$ cat config.mk
export PLATFORM = sky130hd
export DESIGN_NAME = mark_sweep_reachability_core
export DESIGN_NICKNAME = d
export VERILOG_FILES = /design/src/rtl/msr_pkg.sv /design/src/rtl/mark_sweep_reachability_core.sv /design/src/rtl/msr_walk_stack.sv
export SDC_FILE = /design/constraint.sdc
export NUM_CORES = 1
export LEC_CHECK = 0
export BUFFER_PORTS_ARGS = -buffer_cell sky130_fd_sc_hd__buf_2
export CORE_MARGIN = 4
export CORE_UTILIZATION = 63
export DETAILED_ROUTE_END_ITERATION = 7
export GPL_TIMING_DRIVEN = 1
export PLACE_DENSITY = 0.8
export SYNTH_ARGS = -nofsm -noshare
export SYNTH_HDL_FRONTEND = slang
export SYNTH_SLANG_ARGS = --single-unit
$ cat constraint.sdc
create_clock -name clk -period 5.1 [get_ports clk]
set_input_delay 1.02 -clock clk [delete_from_list [all_inputs] [get_ports clk]]
set_output_delay 1.02 -clock clk [all_outputs]
set_load 0.02 [all_outputs]
$ cat src/rtl/msr_pkg.sv
// Shared types, codes and defaults for the mark-and-sweep reachability core.
package msr_pkg;

  localparam int HEAP_CHUNKS_DEF    = 16;
  localparam int ROOT_SLOTS_DEF     = 16;
  localparam int REFS_PER_CHUNK_DEF = 4;

  localparam logic [1:0] REQ_ALLOC    = 2'd0;
  localparam logic [1:0] REQ_SET_ROOT = 2'd1;
  localparam logic [1:0] REQ_ADD_REF  = 2'd2;
  localparam logic [1:0] REQ_COLLECT  = 2'd3;

  localparam logic [1:0] ST_OK        = 2'd0;
  localparam logic [1:0] ST_HEAP_FULL = 2'd1;
  localparam logic [1:0] ST_REFS_FULL = 2'd2;
  localparam logic [1:0] ST_NOT_ALLOC = 2'd3;

  typedef struct packed {
    logic [1:0] req_type;
    logic [3:0] var_slot;
    logic [3:0] target_chunk;
    logic       root_is_null;
    logic [3:0] source_chunk;
  } req_item_t;

  typedef struct packed {
    logic [1:0] status;
    logic [3:0] chunk_index;
    logic       reachable;
    logic       last;
  } rsp_item_t;

  typedef struct packed {
    logic push;
    logic pop;
  } stack_ctrl_t;

endpackage

$ cat src/rtl/mark_sweep_reachability_core.sv
// Top level: request decode, heap graph memories, mark walk sequencer and result register.
//
// Usage:
//   req channel (req_valid/req_ready/req_item) takes allocate, set-root, add-reference
//   and collect requests. rsp channel (rsp_valid/rsp_ready/rsp_item) returns results.
//   Allocate, set-root and add-reference each give one result with last set, in the
//   cycle after acceptance; these requests are taken back to back, one per cycle, while
//   each result is taken. Collect holds req_ready low while it works: it scans each
//   root slot in turn, then for each chunk reached pops it, reads its reference count
//   and reads each reference, pushing unmarked targets. On the empty stack it gives
//   one result per allocated chunk in index order (reachable flag, last on the
//   highest index). Collect with no chunks gives no result. The single read port of the
//   reference table and walk stack memory sets the walk time: one reference at a time.
//   One output register sits between the logic and rsp: a new request is taken in the
//   same cycle the previous result is taken. If the receiver stalls, the result holds
//   and req_ready (or the report sequence) waits.
//   Reset (rst, synchronous) empties the heap, clears all root slots and the stack.
//   Reference table and root target memories hold no reset value; an entry read before
//   its first write is never used.
module mark_sweep_reachability_core #(
  parameter int HEAP_CHUNKS    = msr_pkg::HEAP_CHUNKS_DEF,
  parameter int ROOT_SLOTS     = msr_pkg::ROOT_SLOTS_DEF,
  parameter int REFS_PER_CHUNK = msr_pkg::REFS_PER_CHUNK_DEF
) (
  input  logic               clk,
  input  logic               rst,
  input  logic               req_valid,
  output logic               req_ready,
  input  msr_pkg::req_item_t req_item,
  output logic               rsp_valid,
  input  logic               rsp_ready,
  output msr_pkg::rsp_item_t rsp_item
);

  localparam int IDX_W = $clog2(HEAP_CHUNKS);
  localparam int CNT_W = $clog2(HEAP_CHUNKS + 1);
  localparam int SL_W  = (ROOT_SLOTS > 1) ? $clog2(ROOT_SLOTS) : 1;
  localparam int RC_W  = $clog2(REFS_PER_CHUNK + 1);
  localparam int RA_W  = $clog2(HEAP_CHUNKS * REFS_PER_CHUNK);
  localparam int REF_DEPTH = HEAP_CHUNKS * REFS_PER_CHUNK;

  localparam logic [2:0] S_IDLE   = 3'd0;
  localparam logic [2:0] S_RREAD  = 3'd1;
  localparam logic [2:0] S_RPUSH  = 3'd2;
  localparam logic [2:0] S_POP    = 3'd3;
  localparam logic [2:0] S_POPD   = 3'd4;
  localparam logic [2:0] S_EREAD  = 3'd5;
  localparam logic [2:0] S_EPUSH  = 3'd6;
  localparam logic [2:0] S_REPORT = 3'd7;

  logic [2:0]            state;
  logic [CNT_W-1:0]      chunk_count;
  logic [RC_W-1:0]       ref_count [HEAP_CHUNKS];
  logic [ROOT_SLOTS-1:0] root_has;
  logic [HEAP_CHUNKS-1:0] mark;
  logic [SL_W-1:0]       root_idx;
  logic                  root_has_q;
  logic [IDX_W-1:0]      cur;
  logic [RC_W-1:0]       ref_idx;
  logic [RC_W-1:0]       ref_n;
  logic [IDX_W-1:0]      rep_idx;
  logic                  out_valid;
  msr_pkg::rsp_item_t    out_item;

  logic [IDX_W-1:0] root_target [ROOT_SLOTS];
  logic [IDX_W-1:0] ref_table [REF_DEPTH];
  logic [IDX_W-1:0] root_rd;
  logic [IDX_W-1:0] ref_rd;

  // request decode
  logic               accept;
  logic               load_fire;
  logic               collect_go;
  logic [IDX_W-1:0]   tgt_idx;
  logic [IDX_W-1:0]   src_idx;
  logic [SL_W-1:0]    slot_idx;
  logic               tgt_ok;
  logic               src_ok;
  logic [RC_W-1:0]    src_refs;
  logic               root_we;
  logic               ref_we;
  logic [RA_W-1:0]    ref_wa;
  logic [RA_W-1:0]    ref_ra;
  logic               alloc_do;
  logic               root_set;
  logic               root_clr;
  msr_pkg::rsp_item_t load_rsp;

  // walk / report
  msr_pkg::stack_ctrl_t stk_ctrl;
  logic [IDX_W-1:0]     push_cand;
  logic                 push_ok;
  logic [IDX_W-1:0]     pop_data;
  logic                 stk_empty;
  logic                 rep_emit;
  logic                 rep_last;

  assign req_ready = (state == S_IDLE) && (!out_valid || rsp_ready);
  assign accept    = req_valid && req_ready;
  assign load_fire = accept && (req_item.req_type != msr_pkg::REQ_COLLECT);
  assign collect_go = accept && (req_item.req_type == msr_pkg::REQ_COLLECT) &&
                      (chunk_count != '0);

  assign tgt_idx  = IDX_W'(req_item.target_chunk);
  assign src_idx  = IDX_W'(req_item.source_chunk);
  assign slot_idx = SL_W'(req_item.var_slot);
  assign tgt_ok   = 32'(req_item.target_chunk) < 32'(chunk_count);
  assign src_ok   = 32'(req_item.source_chunk) < 32'(chunk_count);
  assign src_refs = src_ok ? ref_count[src_idx] : '0;
  assign ref_wa   = RA_W'(32'(src_idx) * REFS_PER_CHUNK + 32'(src_refs));
  assign ref_ra   = RA_W'(32'(cur) * REFS_PER_CHUNK + 32'(ref_idx));

  always_comb begin
    load_rsp             = '0;
    load_rsp.last        = 1'b1;
    alloc_do             = 1'b0;
    root_set             = 1'b0;
    root_clr             = 1'b0;
    ref_we               = 1'b0;
    unique case (req_item.req_type)
      msr_pkg::REQ_ALLOC: begin
        if (32'(chunk_count) >= HEAP_CHUNKS) begin
          load_rsp.status = msr_pkg::ST_HEAP_FULL;
        end else begin
          alloc_do             = load_fire;
          load_rsp.chunk_index = 4'(chunk_count);
        end
      end
      msr_pkg::REQ_SET_ROOT: begin
        if (32'(req_item.var_slot) < ROOT_SLOTS) begin
          priority if (req_item.root_is_null) begin
            root_clr = load_fire;
          end else if (!tgt_ok) begin
            load_rsp.status = msr_pkg::ST_NOT_ALLOC;
          end else begin
            root_set = load_fire;
          end
        end
      end
      msr_pkg::REQ_ADD_REF: begin
        priority if (!src_ok || !tgt_ok) begin
          load_rsp.status = msr_pkg::ST_NOT_ALLOC;
        end else if (32'(src_refs) >= REFS_PER_CHUNK) begin
          load_rsp.status = msr_pkg::ST_REFS_FULL;
        end else begin
          ref_we = load_fire;
        end
      end
      default: begin
        load_rsp = '0;
      end
    endcase
  end

  assign root_we = root_set;

  // push candidate comes from a root target or a fetched reference
  always_comb begin
    push_cand = (state == S_RPUSH) ? root_rd : ref_rd;
    push_ok   = 1'b0;
    if (state == S_RPUSH) begin
      push_ok = root_has_q && (32'(root_rd) < 32'(chunk_count)) && !mark[root_rd];
    end else if (state == S_EPUSH) begin
      push_ok = (32'(ref_rd) < 32'(chunk_count)) && !mark[ref_rd];
    end
  end

  assign stk_ctrl.push = push_ok;
  assign stk_ctrl.pop  = (state == S_POP) && !stk_empty;

  assign rep_emit = (state == S_REPORT) && (!out_valid || rsp_ready);
  assign rep_last = (32'(rep_idx) + 1) == 32'(chunk_count);

  always_ff @(posedge clk) begin
    if (rst) begin
      state       <= S_IDLE;
      chunk_count <= '0;
      root_has    <= '0;
      mark        <= '0;
      out_valid   <= 1'b0;
      for (int i = 0; i < HEAP_CHUNKS; i++) begin
        ref_count[i] <= '0;
      end
    end else begin
      if (push_ok) begin
        mark[push_cand] <= 1'b1;
      end
      if (alloc_do) begin
        ref_count[chunk_count[IDX_W-1:0]] <= '0;
        chunk_count                       <= chunk_count + CNT_W'(1);
      end
      if (root_set) begin
        root_has[slot_idx] <= 1'b1;
      end
      if (root_clr) begin
        root_has[slot_idx] <= 1'b0;
      end
      if (ref_we) begin
        ref_count[src_idx] <= src_refs + RC_W'(1);
      end

      if (load_fire || rep_emit) begin
        out_valid <= 1'b1;
      end else if (rsp_ready) begin
        out_valid <= 1'b0;
      end

      unique case (state)
        S_IDLE: begin
          if (collect_go) begin
            mark     <= '0;
            root_idx <= '0;
            state    <= S_RREAD;
          end
        end
        S_RREAD: begin
          root_has_q <= root_has[root_idx];
          state      <= S_RPUSH;
        end
        S_RPUSH: begin
          if (root_idx == SL_W'(ROOT_SLOTS - 1)) begin
            state <= S_POP;
          end else begin
            root_idx <= root_idx + SL_W'(1);
            state    <= S_RREAD;
          end
        end
        S_POP: begin
          if (stk_empty) begin
            rep_idx <= '0;
            state   <= S_REPORT;
          end else begin
            state <= S_POPD;
          end
        end
        S_POPD: begin
          cur     <= pop_data;
          ref_n   <= ref_count[pop_data];
          ref_idx <= '0;
          state   <= S_EREAD;
        end
        S_EREAD: begin
          state <= (ref_idx == ref_n) ? S_POP : S_EPUSH;
        end
        S_EPUSH: begin
          ref_idx <= ref_idx + RC_W'(1);
          state   <= S_EREAD;
        end
        S_REPORT: begin
          if (rep_emit) begin
            rep_idx <= rep_idx + IDX_W'(1);
            if (rep_last) begin
              state <= S_IDLE;
            end
          end
        end
        default: begin
          state <= S_IDLE;
        end
      endcase
    end
  end

  // result register payload
  always_ff @(posedge clk) begin
    if (load_fire) begin
      out_item <= load_rsp;
    end else if (rep_emit) begin
      out_item.status      <= msr_pkg::ST_OK;
      out_item.chunk_index <= 4'(rep_idx);
      out_item.reachable   <= mark[rep_idx];
      out_item.last        <= rep_last;
    end
  end

  // root target memory
  always_ff @(posedge clk) begin
    if (root_we) begin
      root_target[slot_idx] <= tgt_idx;
    end
    if (state == S_RREAD) begin
      root_rd <= root_target[root_idx];
    end
  end

  // reference table memory
  always_ff @(posedge clk) begin
    if (ref_we) begin
      ref_table[ref_wa] <= tgt_idx;
    end
    if (state == S_EREAD) begin
      ref_rd <= ref_table[ref_ra];
    end
  end

  msr_walk_stack #(
    .DEPTH (HEAP_CHUNKS),
    .WIDTH (IDX_W)
  ) u_stack (
    .clk       (clk),
    .rst       (rst),
    .ctrl      (stk_ctrl),
    .push_data (push_cand),
    .pop_data  (pop_data),
    .empty     (stk_empty)
  );

  assign rsp_valid = out_valid;
  assign rsp_item  = out_item;

  a_ready_idle: assert property (@(posedge clk) disable iff (rst)
    req_ready |-> (state == S_IDLE))
    else $error("request taken outside idle");

  a_count_bound: assert property (@(posedge clk) disable iff (rst)
    32'(chunk_count) <= HEAP_CHUNKS)
    else $error("chunk count past heap size");

  a_report_done: assert property (@(posedge clk) disable iff (rst)
    (rep_emit && rep_last) |=> (state == S_IDLE) && stk_empty)
    else $error("report ended without returning to idle");

endmodule

$ cat src/rtl/msr_walk_stack.sv
// Walk stack for the mark phase: one-port memory with a depth counter, registered pop data.
module msr_walk_stack #(
  parameter int DEPTH = msr_pkg::HEAP_CHUNKS_DEF,
  parameter int WIDTH = 4
) (
  input  logic                 clk,
  input  logic                 rst,
  input  msr_pkg::stack_ctrl_t ctrl,
  input  logic [WIDTH-1:0]     push_data,
  output logic [WIDTH-1:0]     pop_data,
  output logic                 empty
);

  localparam int AW = (DEPTH > 1) ? $clog2(DEPTH) : 1;
  localparam int DW = $clog2(DEPTH + 1);

  logic [WIDTH-1:0] mem [DEPTH];
  logic [DW-1:0]    depth;
  logic [DW-1:0]    depth_dec;

  assign depth_dec = depth - DW'(1);
  assign empty     = (depth == '0);

  always_ff @(posedge clk) begin
    if (rst) begin
      depth <= '0;
    end else if (ctrl.push) begin
      depth <= depth + DW'(1);
    end else if (ctrl.pop) begin
      depth <= depth_dec;
    end
  end

  always_ff @(posedge clk) begin
    if (ctrl.push) begin
      mem[depth[AW-1:0]] <= push_data;
    end
    if (ctrl.pop) begin
      pop_data <= mem[depth_dec[AW-1:0]];
    end
  end

  a_no_push_pop: assert property (@(posedge clk) disable iff (rst)
    !(ctrl.push && ctrl.pop))
    else $error("stack push and pop in the same cycle");

  a_no_underflow: assert property (@(posedge clk) disable iff (rst)
    ctrl.pop |-> !empty)
    else $error("stack pop while empty");

  a_no_overflow: assert property (@(posedge clk) disable iff (rst)
    ctrl.push |-> (32'(depth) < DEPTH))
    else $error("stack push while full");

endmodule
==> key figures <==
Timing
  – Min cycle time layout: 4.338 ns
  – Hold_ws: 0.4690 ns
  – Fmax: 0.2305 GHz
  – TNS Setup: 0 ns
  – RSZ-0062 raised after global routing: no
  – Final worst slack: 0.7623 ns
  – Setup Viol. Count Final: 0
  – Final hold vios: 0
  – Period utilisation layout: 85.05%
  – Clock skew after layout: 0.01898 ns
  – Worst-margin pin slew: 1.091 ns
  – Slew margin rel.: 27.26%
  – Slew Viols, Final: 0

Cells and area
  – # diodes: 0
  – Layout area overhead: 10.76%
  – Fin cells: 1918
  – Share of layout cells above drive strength 1: 22.31%
  – Fin nets: 1461
  – FF+latch area: 0.01506 mm²
  – Fillers: 2195
  – Area of the multi-input gates: 0.007231 mm²
  – Finished Cell Area: 0.02512 mm²
  – Core Util, Final: 70.61%

Yosys
  – Mapped Cells: 1380
  – Post-synth cell types: 66
  – Most used DFF post-synth: edfxtp_1
  – Asr flop ratio synth: 0%
  – Synth Warn #: 0
  – Avg Synthesized Cell Area: 16.43 µm²
  – Sequential area share after synthesis: 66.43%
  – Mapped cell area: 0.02268 mm²
  – Syn nets: 1426
  – Post-synth EDFFs: 471
  – Synth Register Bits: 517

Outcome
  – Run status: finished clean

Detailed routing
  – Vias after detailed routing: 13100
  – DRT met1 WL: 19.90 mm
  – Met2 WL: 26.69 mm
  – Total routed wirelength: 53.59 mm
  – Drt pass-1 iters: 8
  – DR iter-0 viols: 1826
  – Post-route ant nets: 0
  – DR DRC count: 0
  – Routed wl met3: 5.088 mm
  – Max layer used: met5
  – Vias per Instance: 6.831
  – Routed wire length per instance: 27.94 µm

Placement
  – Dpl cells: 1824
  – Pre-CTS setup slack: 0.2701 ns
  – Dpl hpwl: 33.45 mm
  – DP Area: 0.02331 mm²
  – RD Place Congestion: 0.9440
  – IO Port Bufs: 28

Worst setup path
  – CP max stage delay: 0.59 ns
  – FF-to-FF setup slack: 1.11 ns
  – CP arrival: 4.58 ns
  – Startpoint types: primary input
  – Crit-path max FO: 16
  – Slowest CP cell: mux4_2
  – Required time worst endpoint: 5.34 ns
  – CP Cell Sequence: buf_2 > mux4_2 > mux4_2 > inv_2 > a21oi_1 > ha_1 > ha_1 > o21ai_0 > a21oi_1 > nor2_1 > nand2_1 > nor2_1
  – Kind of critical path: primary input to flop
  – CP Capture Type: flop

GRT
  – Pin count of the biggest net entering global routing: 81
  – Vias in the first global route: 13180
  – All-Layer GR Usage: 28.20%
  – First-pass GRT wire length: 82.29 mm
  – Total grt overflow: 0
  – Initial antenna violation count: 2

Clock tree
  – CTS tree: done
  – Sink Count: 517
  – Clk slew on worst S/H paths: 0.06 ns
  – Cts hold-fix bufs: 0
  – Clock buffer depth: 3
  – Post-CTS Setup Inserts: 0
  – H-Tree Depth: 2
  – CTS resizes: 0
  – Root Buffer: clkbuf_16
  – Cts bufs inserted: 50
  – Clk Latency, worst-skew pair: 0.60 ns

Floorplan
  – Initial Util: 63.75%
  – Die X: 197.7 µm
  – Die height: 197.7 µm
  – Die area: 0.03910 mm²
  – Rows: 69
  – I/O pin count: 29
  – Core area: 0.03557 mm²

Power
  – VDD IR max: 543.9 µV
  – PwrDens: 374.1 mW/mm²
  – Total Power: 9.396 mW
  – Leak Pwr: 7.984 nW

Hold path
  – Hold Crit Class: flop to flop

Run
  – Maxcap violations: 0
cells in the mapped netlist, types with 3 or more instances:
master    count  area [µm²]
edfxtp_1    471       14140
nor2_1      194       728.2
mux4_2      167        3761
nand2_1      54       202.7
dfxtp_1      46       920.9
clkbuf_1     41       153.9
a21oi_1      31       155.2
nor3_1       31       155.2
nand3_1      30       150.1
ha_1         27       337.8
a31oi_1      26       162.7
buf_1        21       78.83
inv_1        20       75.07
o21ai_0      20       100.1
nand2b_1     19       118.9
mux2i_1      15       150.1
nor2b_1      14       87.58
xnor2_1      12       105.1
a211oi_1      9       67.56
nor4_1        9       56.30
o21a_1        9       67.56
and2_1        8       50.05
nand4_1       8       50.05
and3_1        7       43.79
a311oi_1      6       52.55
buf_2         6       30.03
xor2_1        6       52.55
a211o_1       5       43.79
a21o_1        5       37.54
or3_1         5       31.28
mux2_2        4       45.04
nand3b_1      4       30.03
nor4b_1       4       35.03
or2_2         4       25.02
a22o_1        3       26.28
critical path: cells and delay by family:
kind | cells | cell delay, ns
simple gates | 3 | 0.94
compound gates | 3 | 0.40
fa+ha+maj | 2 | 0.54
buf+inv | 2 | 0.48
mux | 2 | 1.17
placed cells by master, fill, tap and decap left out, drive strengths merged, types with 5 or more instances in the layout:
| cell type | instances |
|---|---|
| a211o | 5 |
| a211oi | 10 |
| a21o | 5 |
| a21oi | 31 |
| a311oi | 6 |
| a31oi | 26 |
| and2 | 8 |
| and3 | 7 |
| buf | 55 |
| bufinv | 10 |
| clkbuf | 56 |
| clkinv | 18 |
| clkinvlp | 5 |
| dfxtp | 46 |
| edfxtp | 471 |
| ha | 27 |
| inv | 26 |
| mux2i | 15 |
| mux4 | 167 |
| nand2 | 55 |
| nand2b | 19 |
| nand3 | 32 |
| nand4 | 8 |
| nor2 | 194 |
| nor2b | 14 |
| nor3 | 32 |
| nor4 | 10 |
| o21a | 9 |
| o21ai | 21 |
| or2 | 5 |
| or3 | 5 |
| xnor2 | 12 |
| xor2 | 6 |
where the power goes:
group / total (mW) / switching, mW / internal (mW)
clock: 4.03 / 1.65 / 2.39
combinational: 0.594 / 0.386 / 0.208
sequential: 4.77 / 0.0761 / 4.69
total: 9.40 / 2.11 / 7.29
per-layer routing:
metal  vias up  track usage, %
li1       5577               -
met1      6597           39.50
met2       788           45.12
met3       135           5.785
met4         4           10.12
met5         -               0
state kept, by name, indices dropped and copies added, names as in the netlist, 5 cells and up:
name / cells
chunk_count: 5
mark: 16
ref_count: 48
ref_table: 256
root_has: 16
root_target: 64
rsp_item: 8
u_stack.depth: 5
u_stack.mem: 64
worst paths after layout:
kind                       start          endpoint  cells after the start
setup / recovery     req_item[0]  ref_table[41][3]                     12
hold / removal      root_has[14]      root_has[14]                      1
setup reg to reg  chunk_count[1]  ref_table[41][3]                     13
hold reg to reg     root_has[14]      root_has[14]                      1
kinds of logic (layout without fill, tap and decap cells):
family                   count (synthesis)  in the layout  share of synthesized area, %
multiplexers                           186            186                         17.45
adder cells (fa/ha/maj)                 27             27                         1.490
buffers and inverters                   93            170                         1.710
AO/OA/AOI/OAI                          134            134                         3.873
flip-flops                             517            517                         66.43
XOR/XNOR                                18             18                        0.6952
AND/OR/NAND/NOR                        405            405                         8.353
cell type report:
class                      count  area share [%]
timing repair buffer          55           1.415
tap                          461           2.297
inverter                      21          0.3138
multi-input combinational    770           28.79
clock inverter                38           1.978
clock buffer                  56           5.231
sequential                   517           59.98
Power figures use the tool's default switching activity.
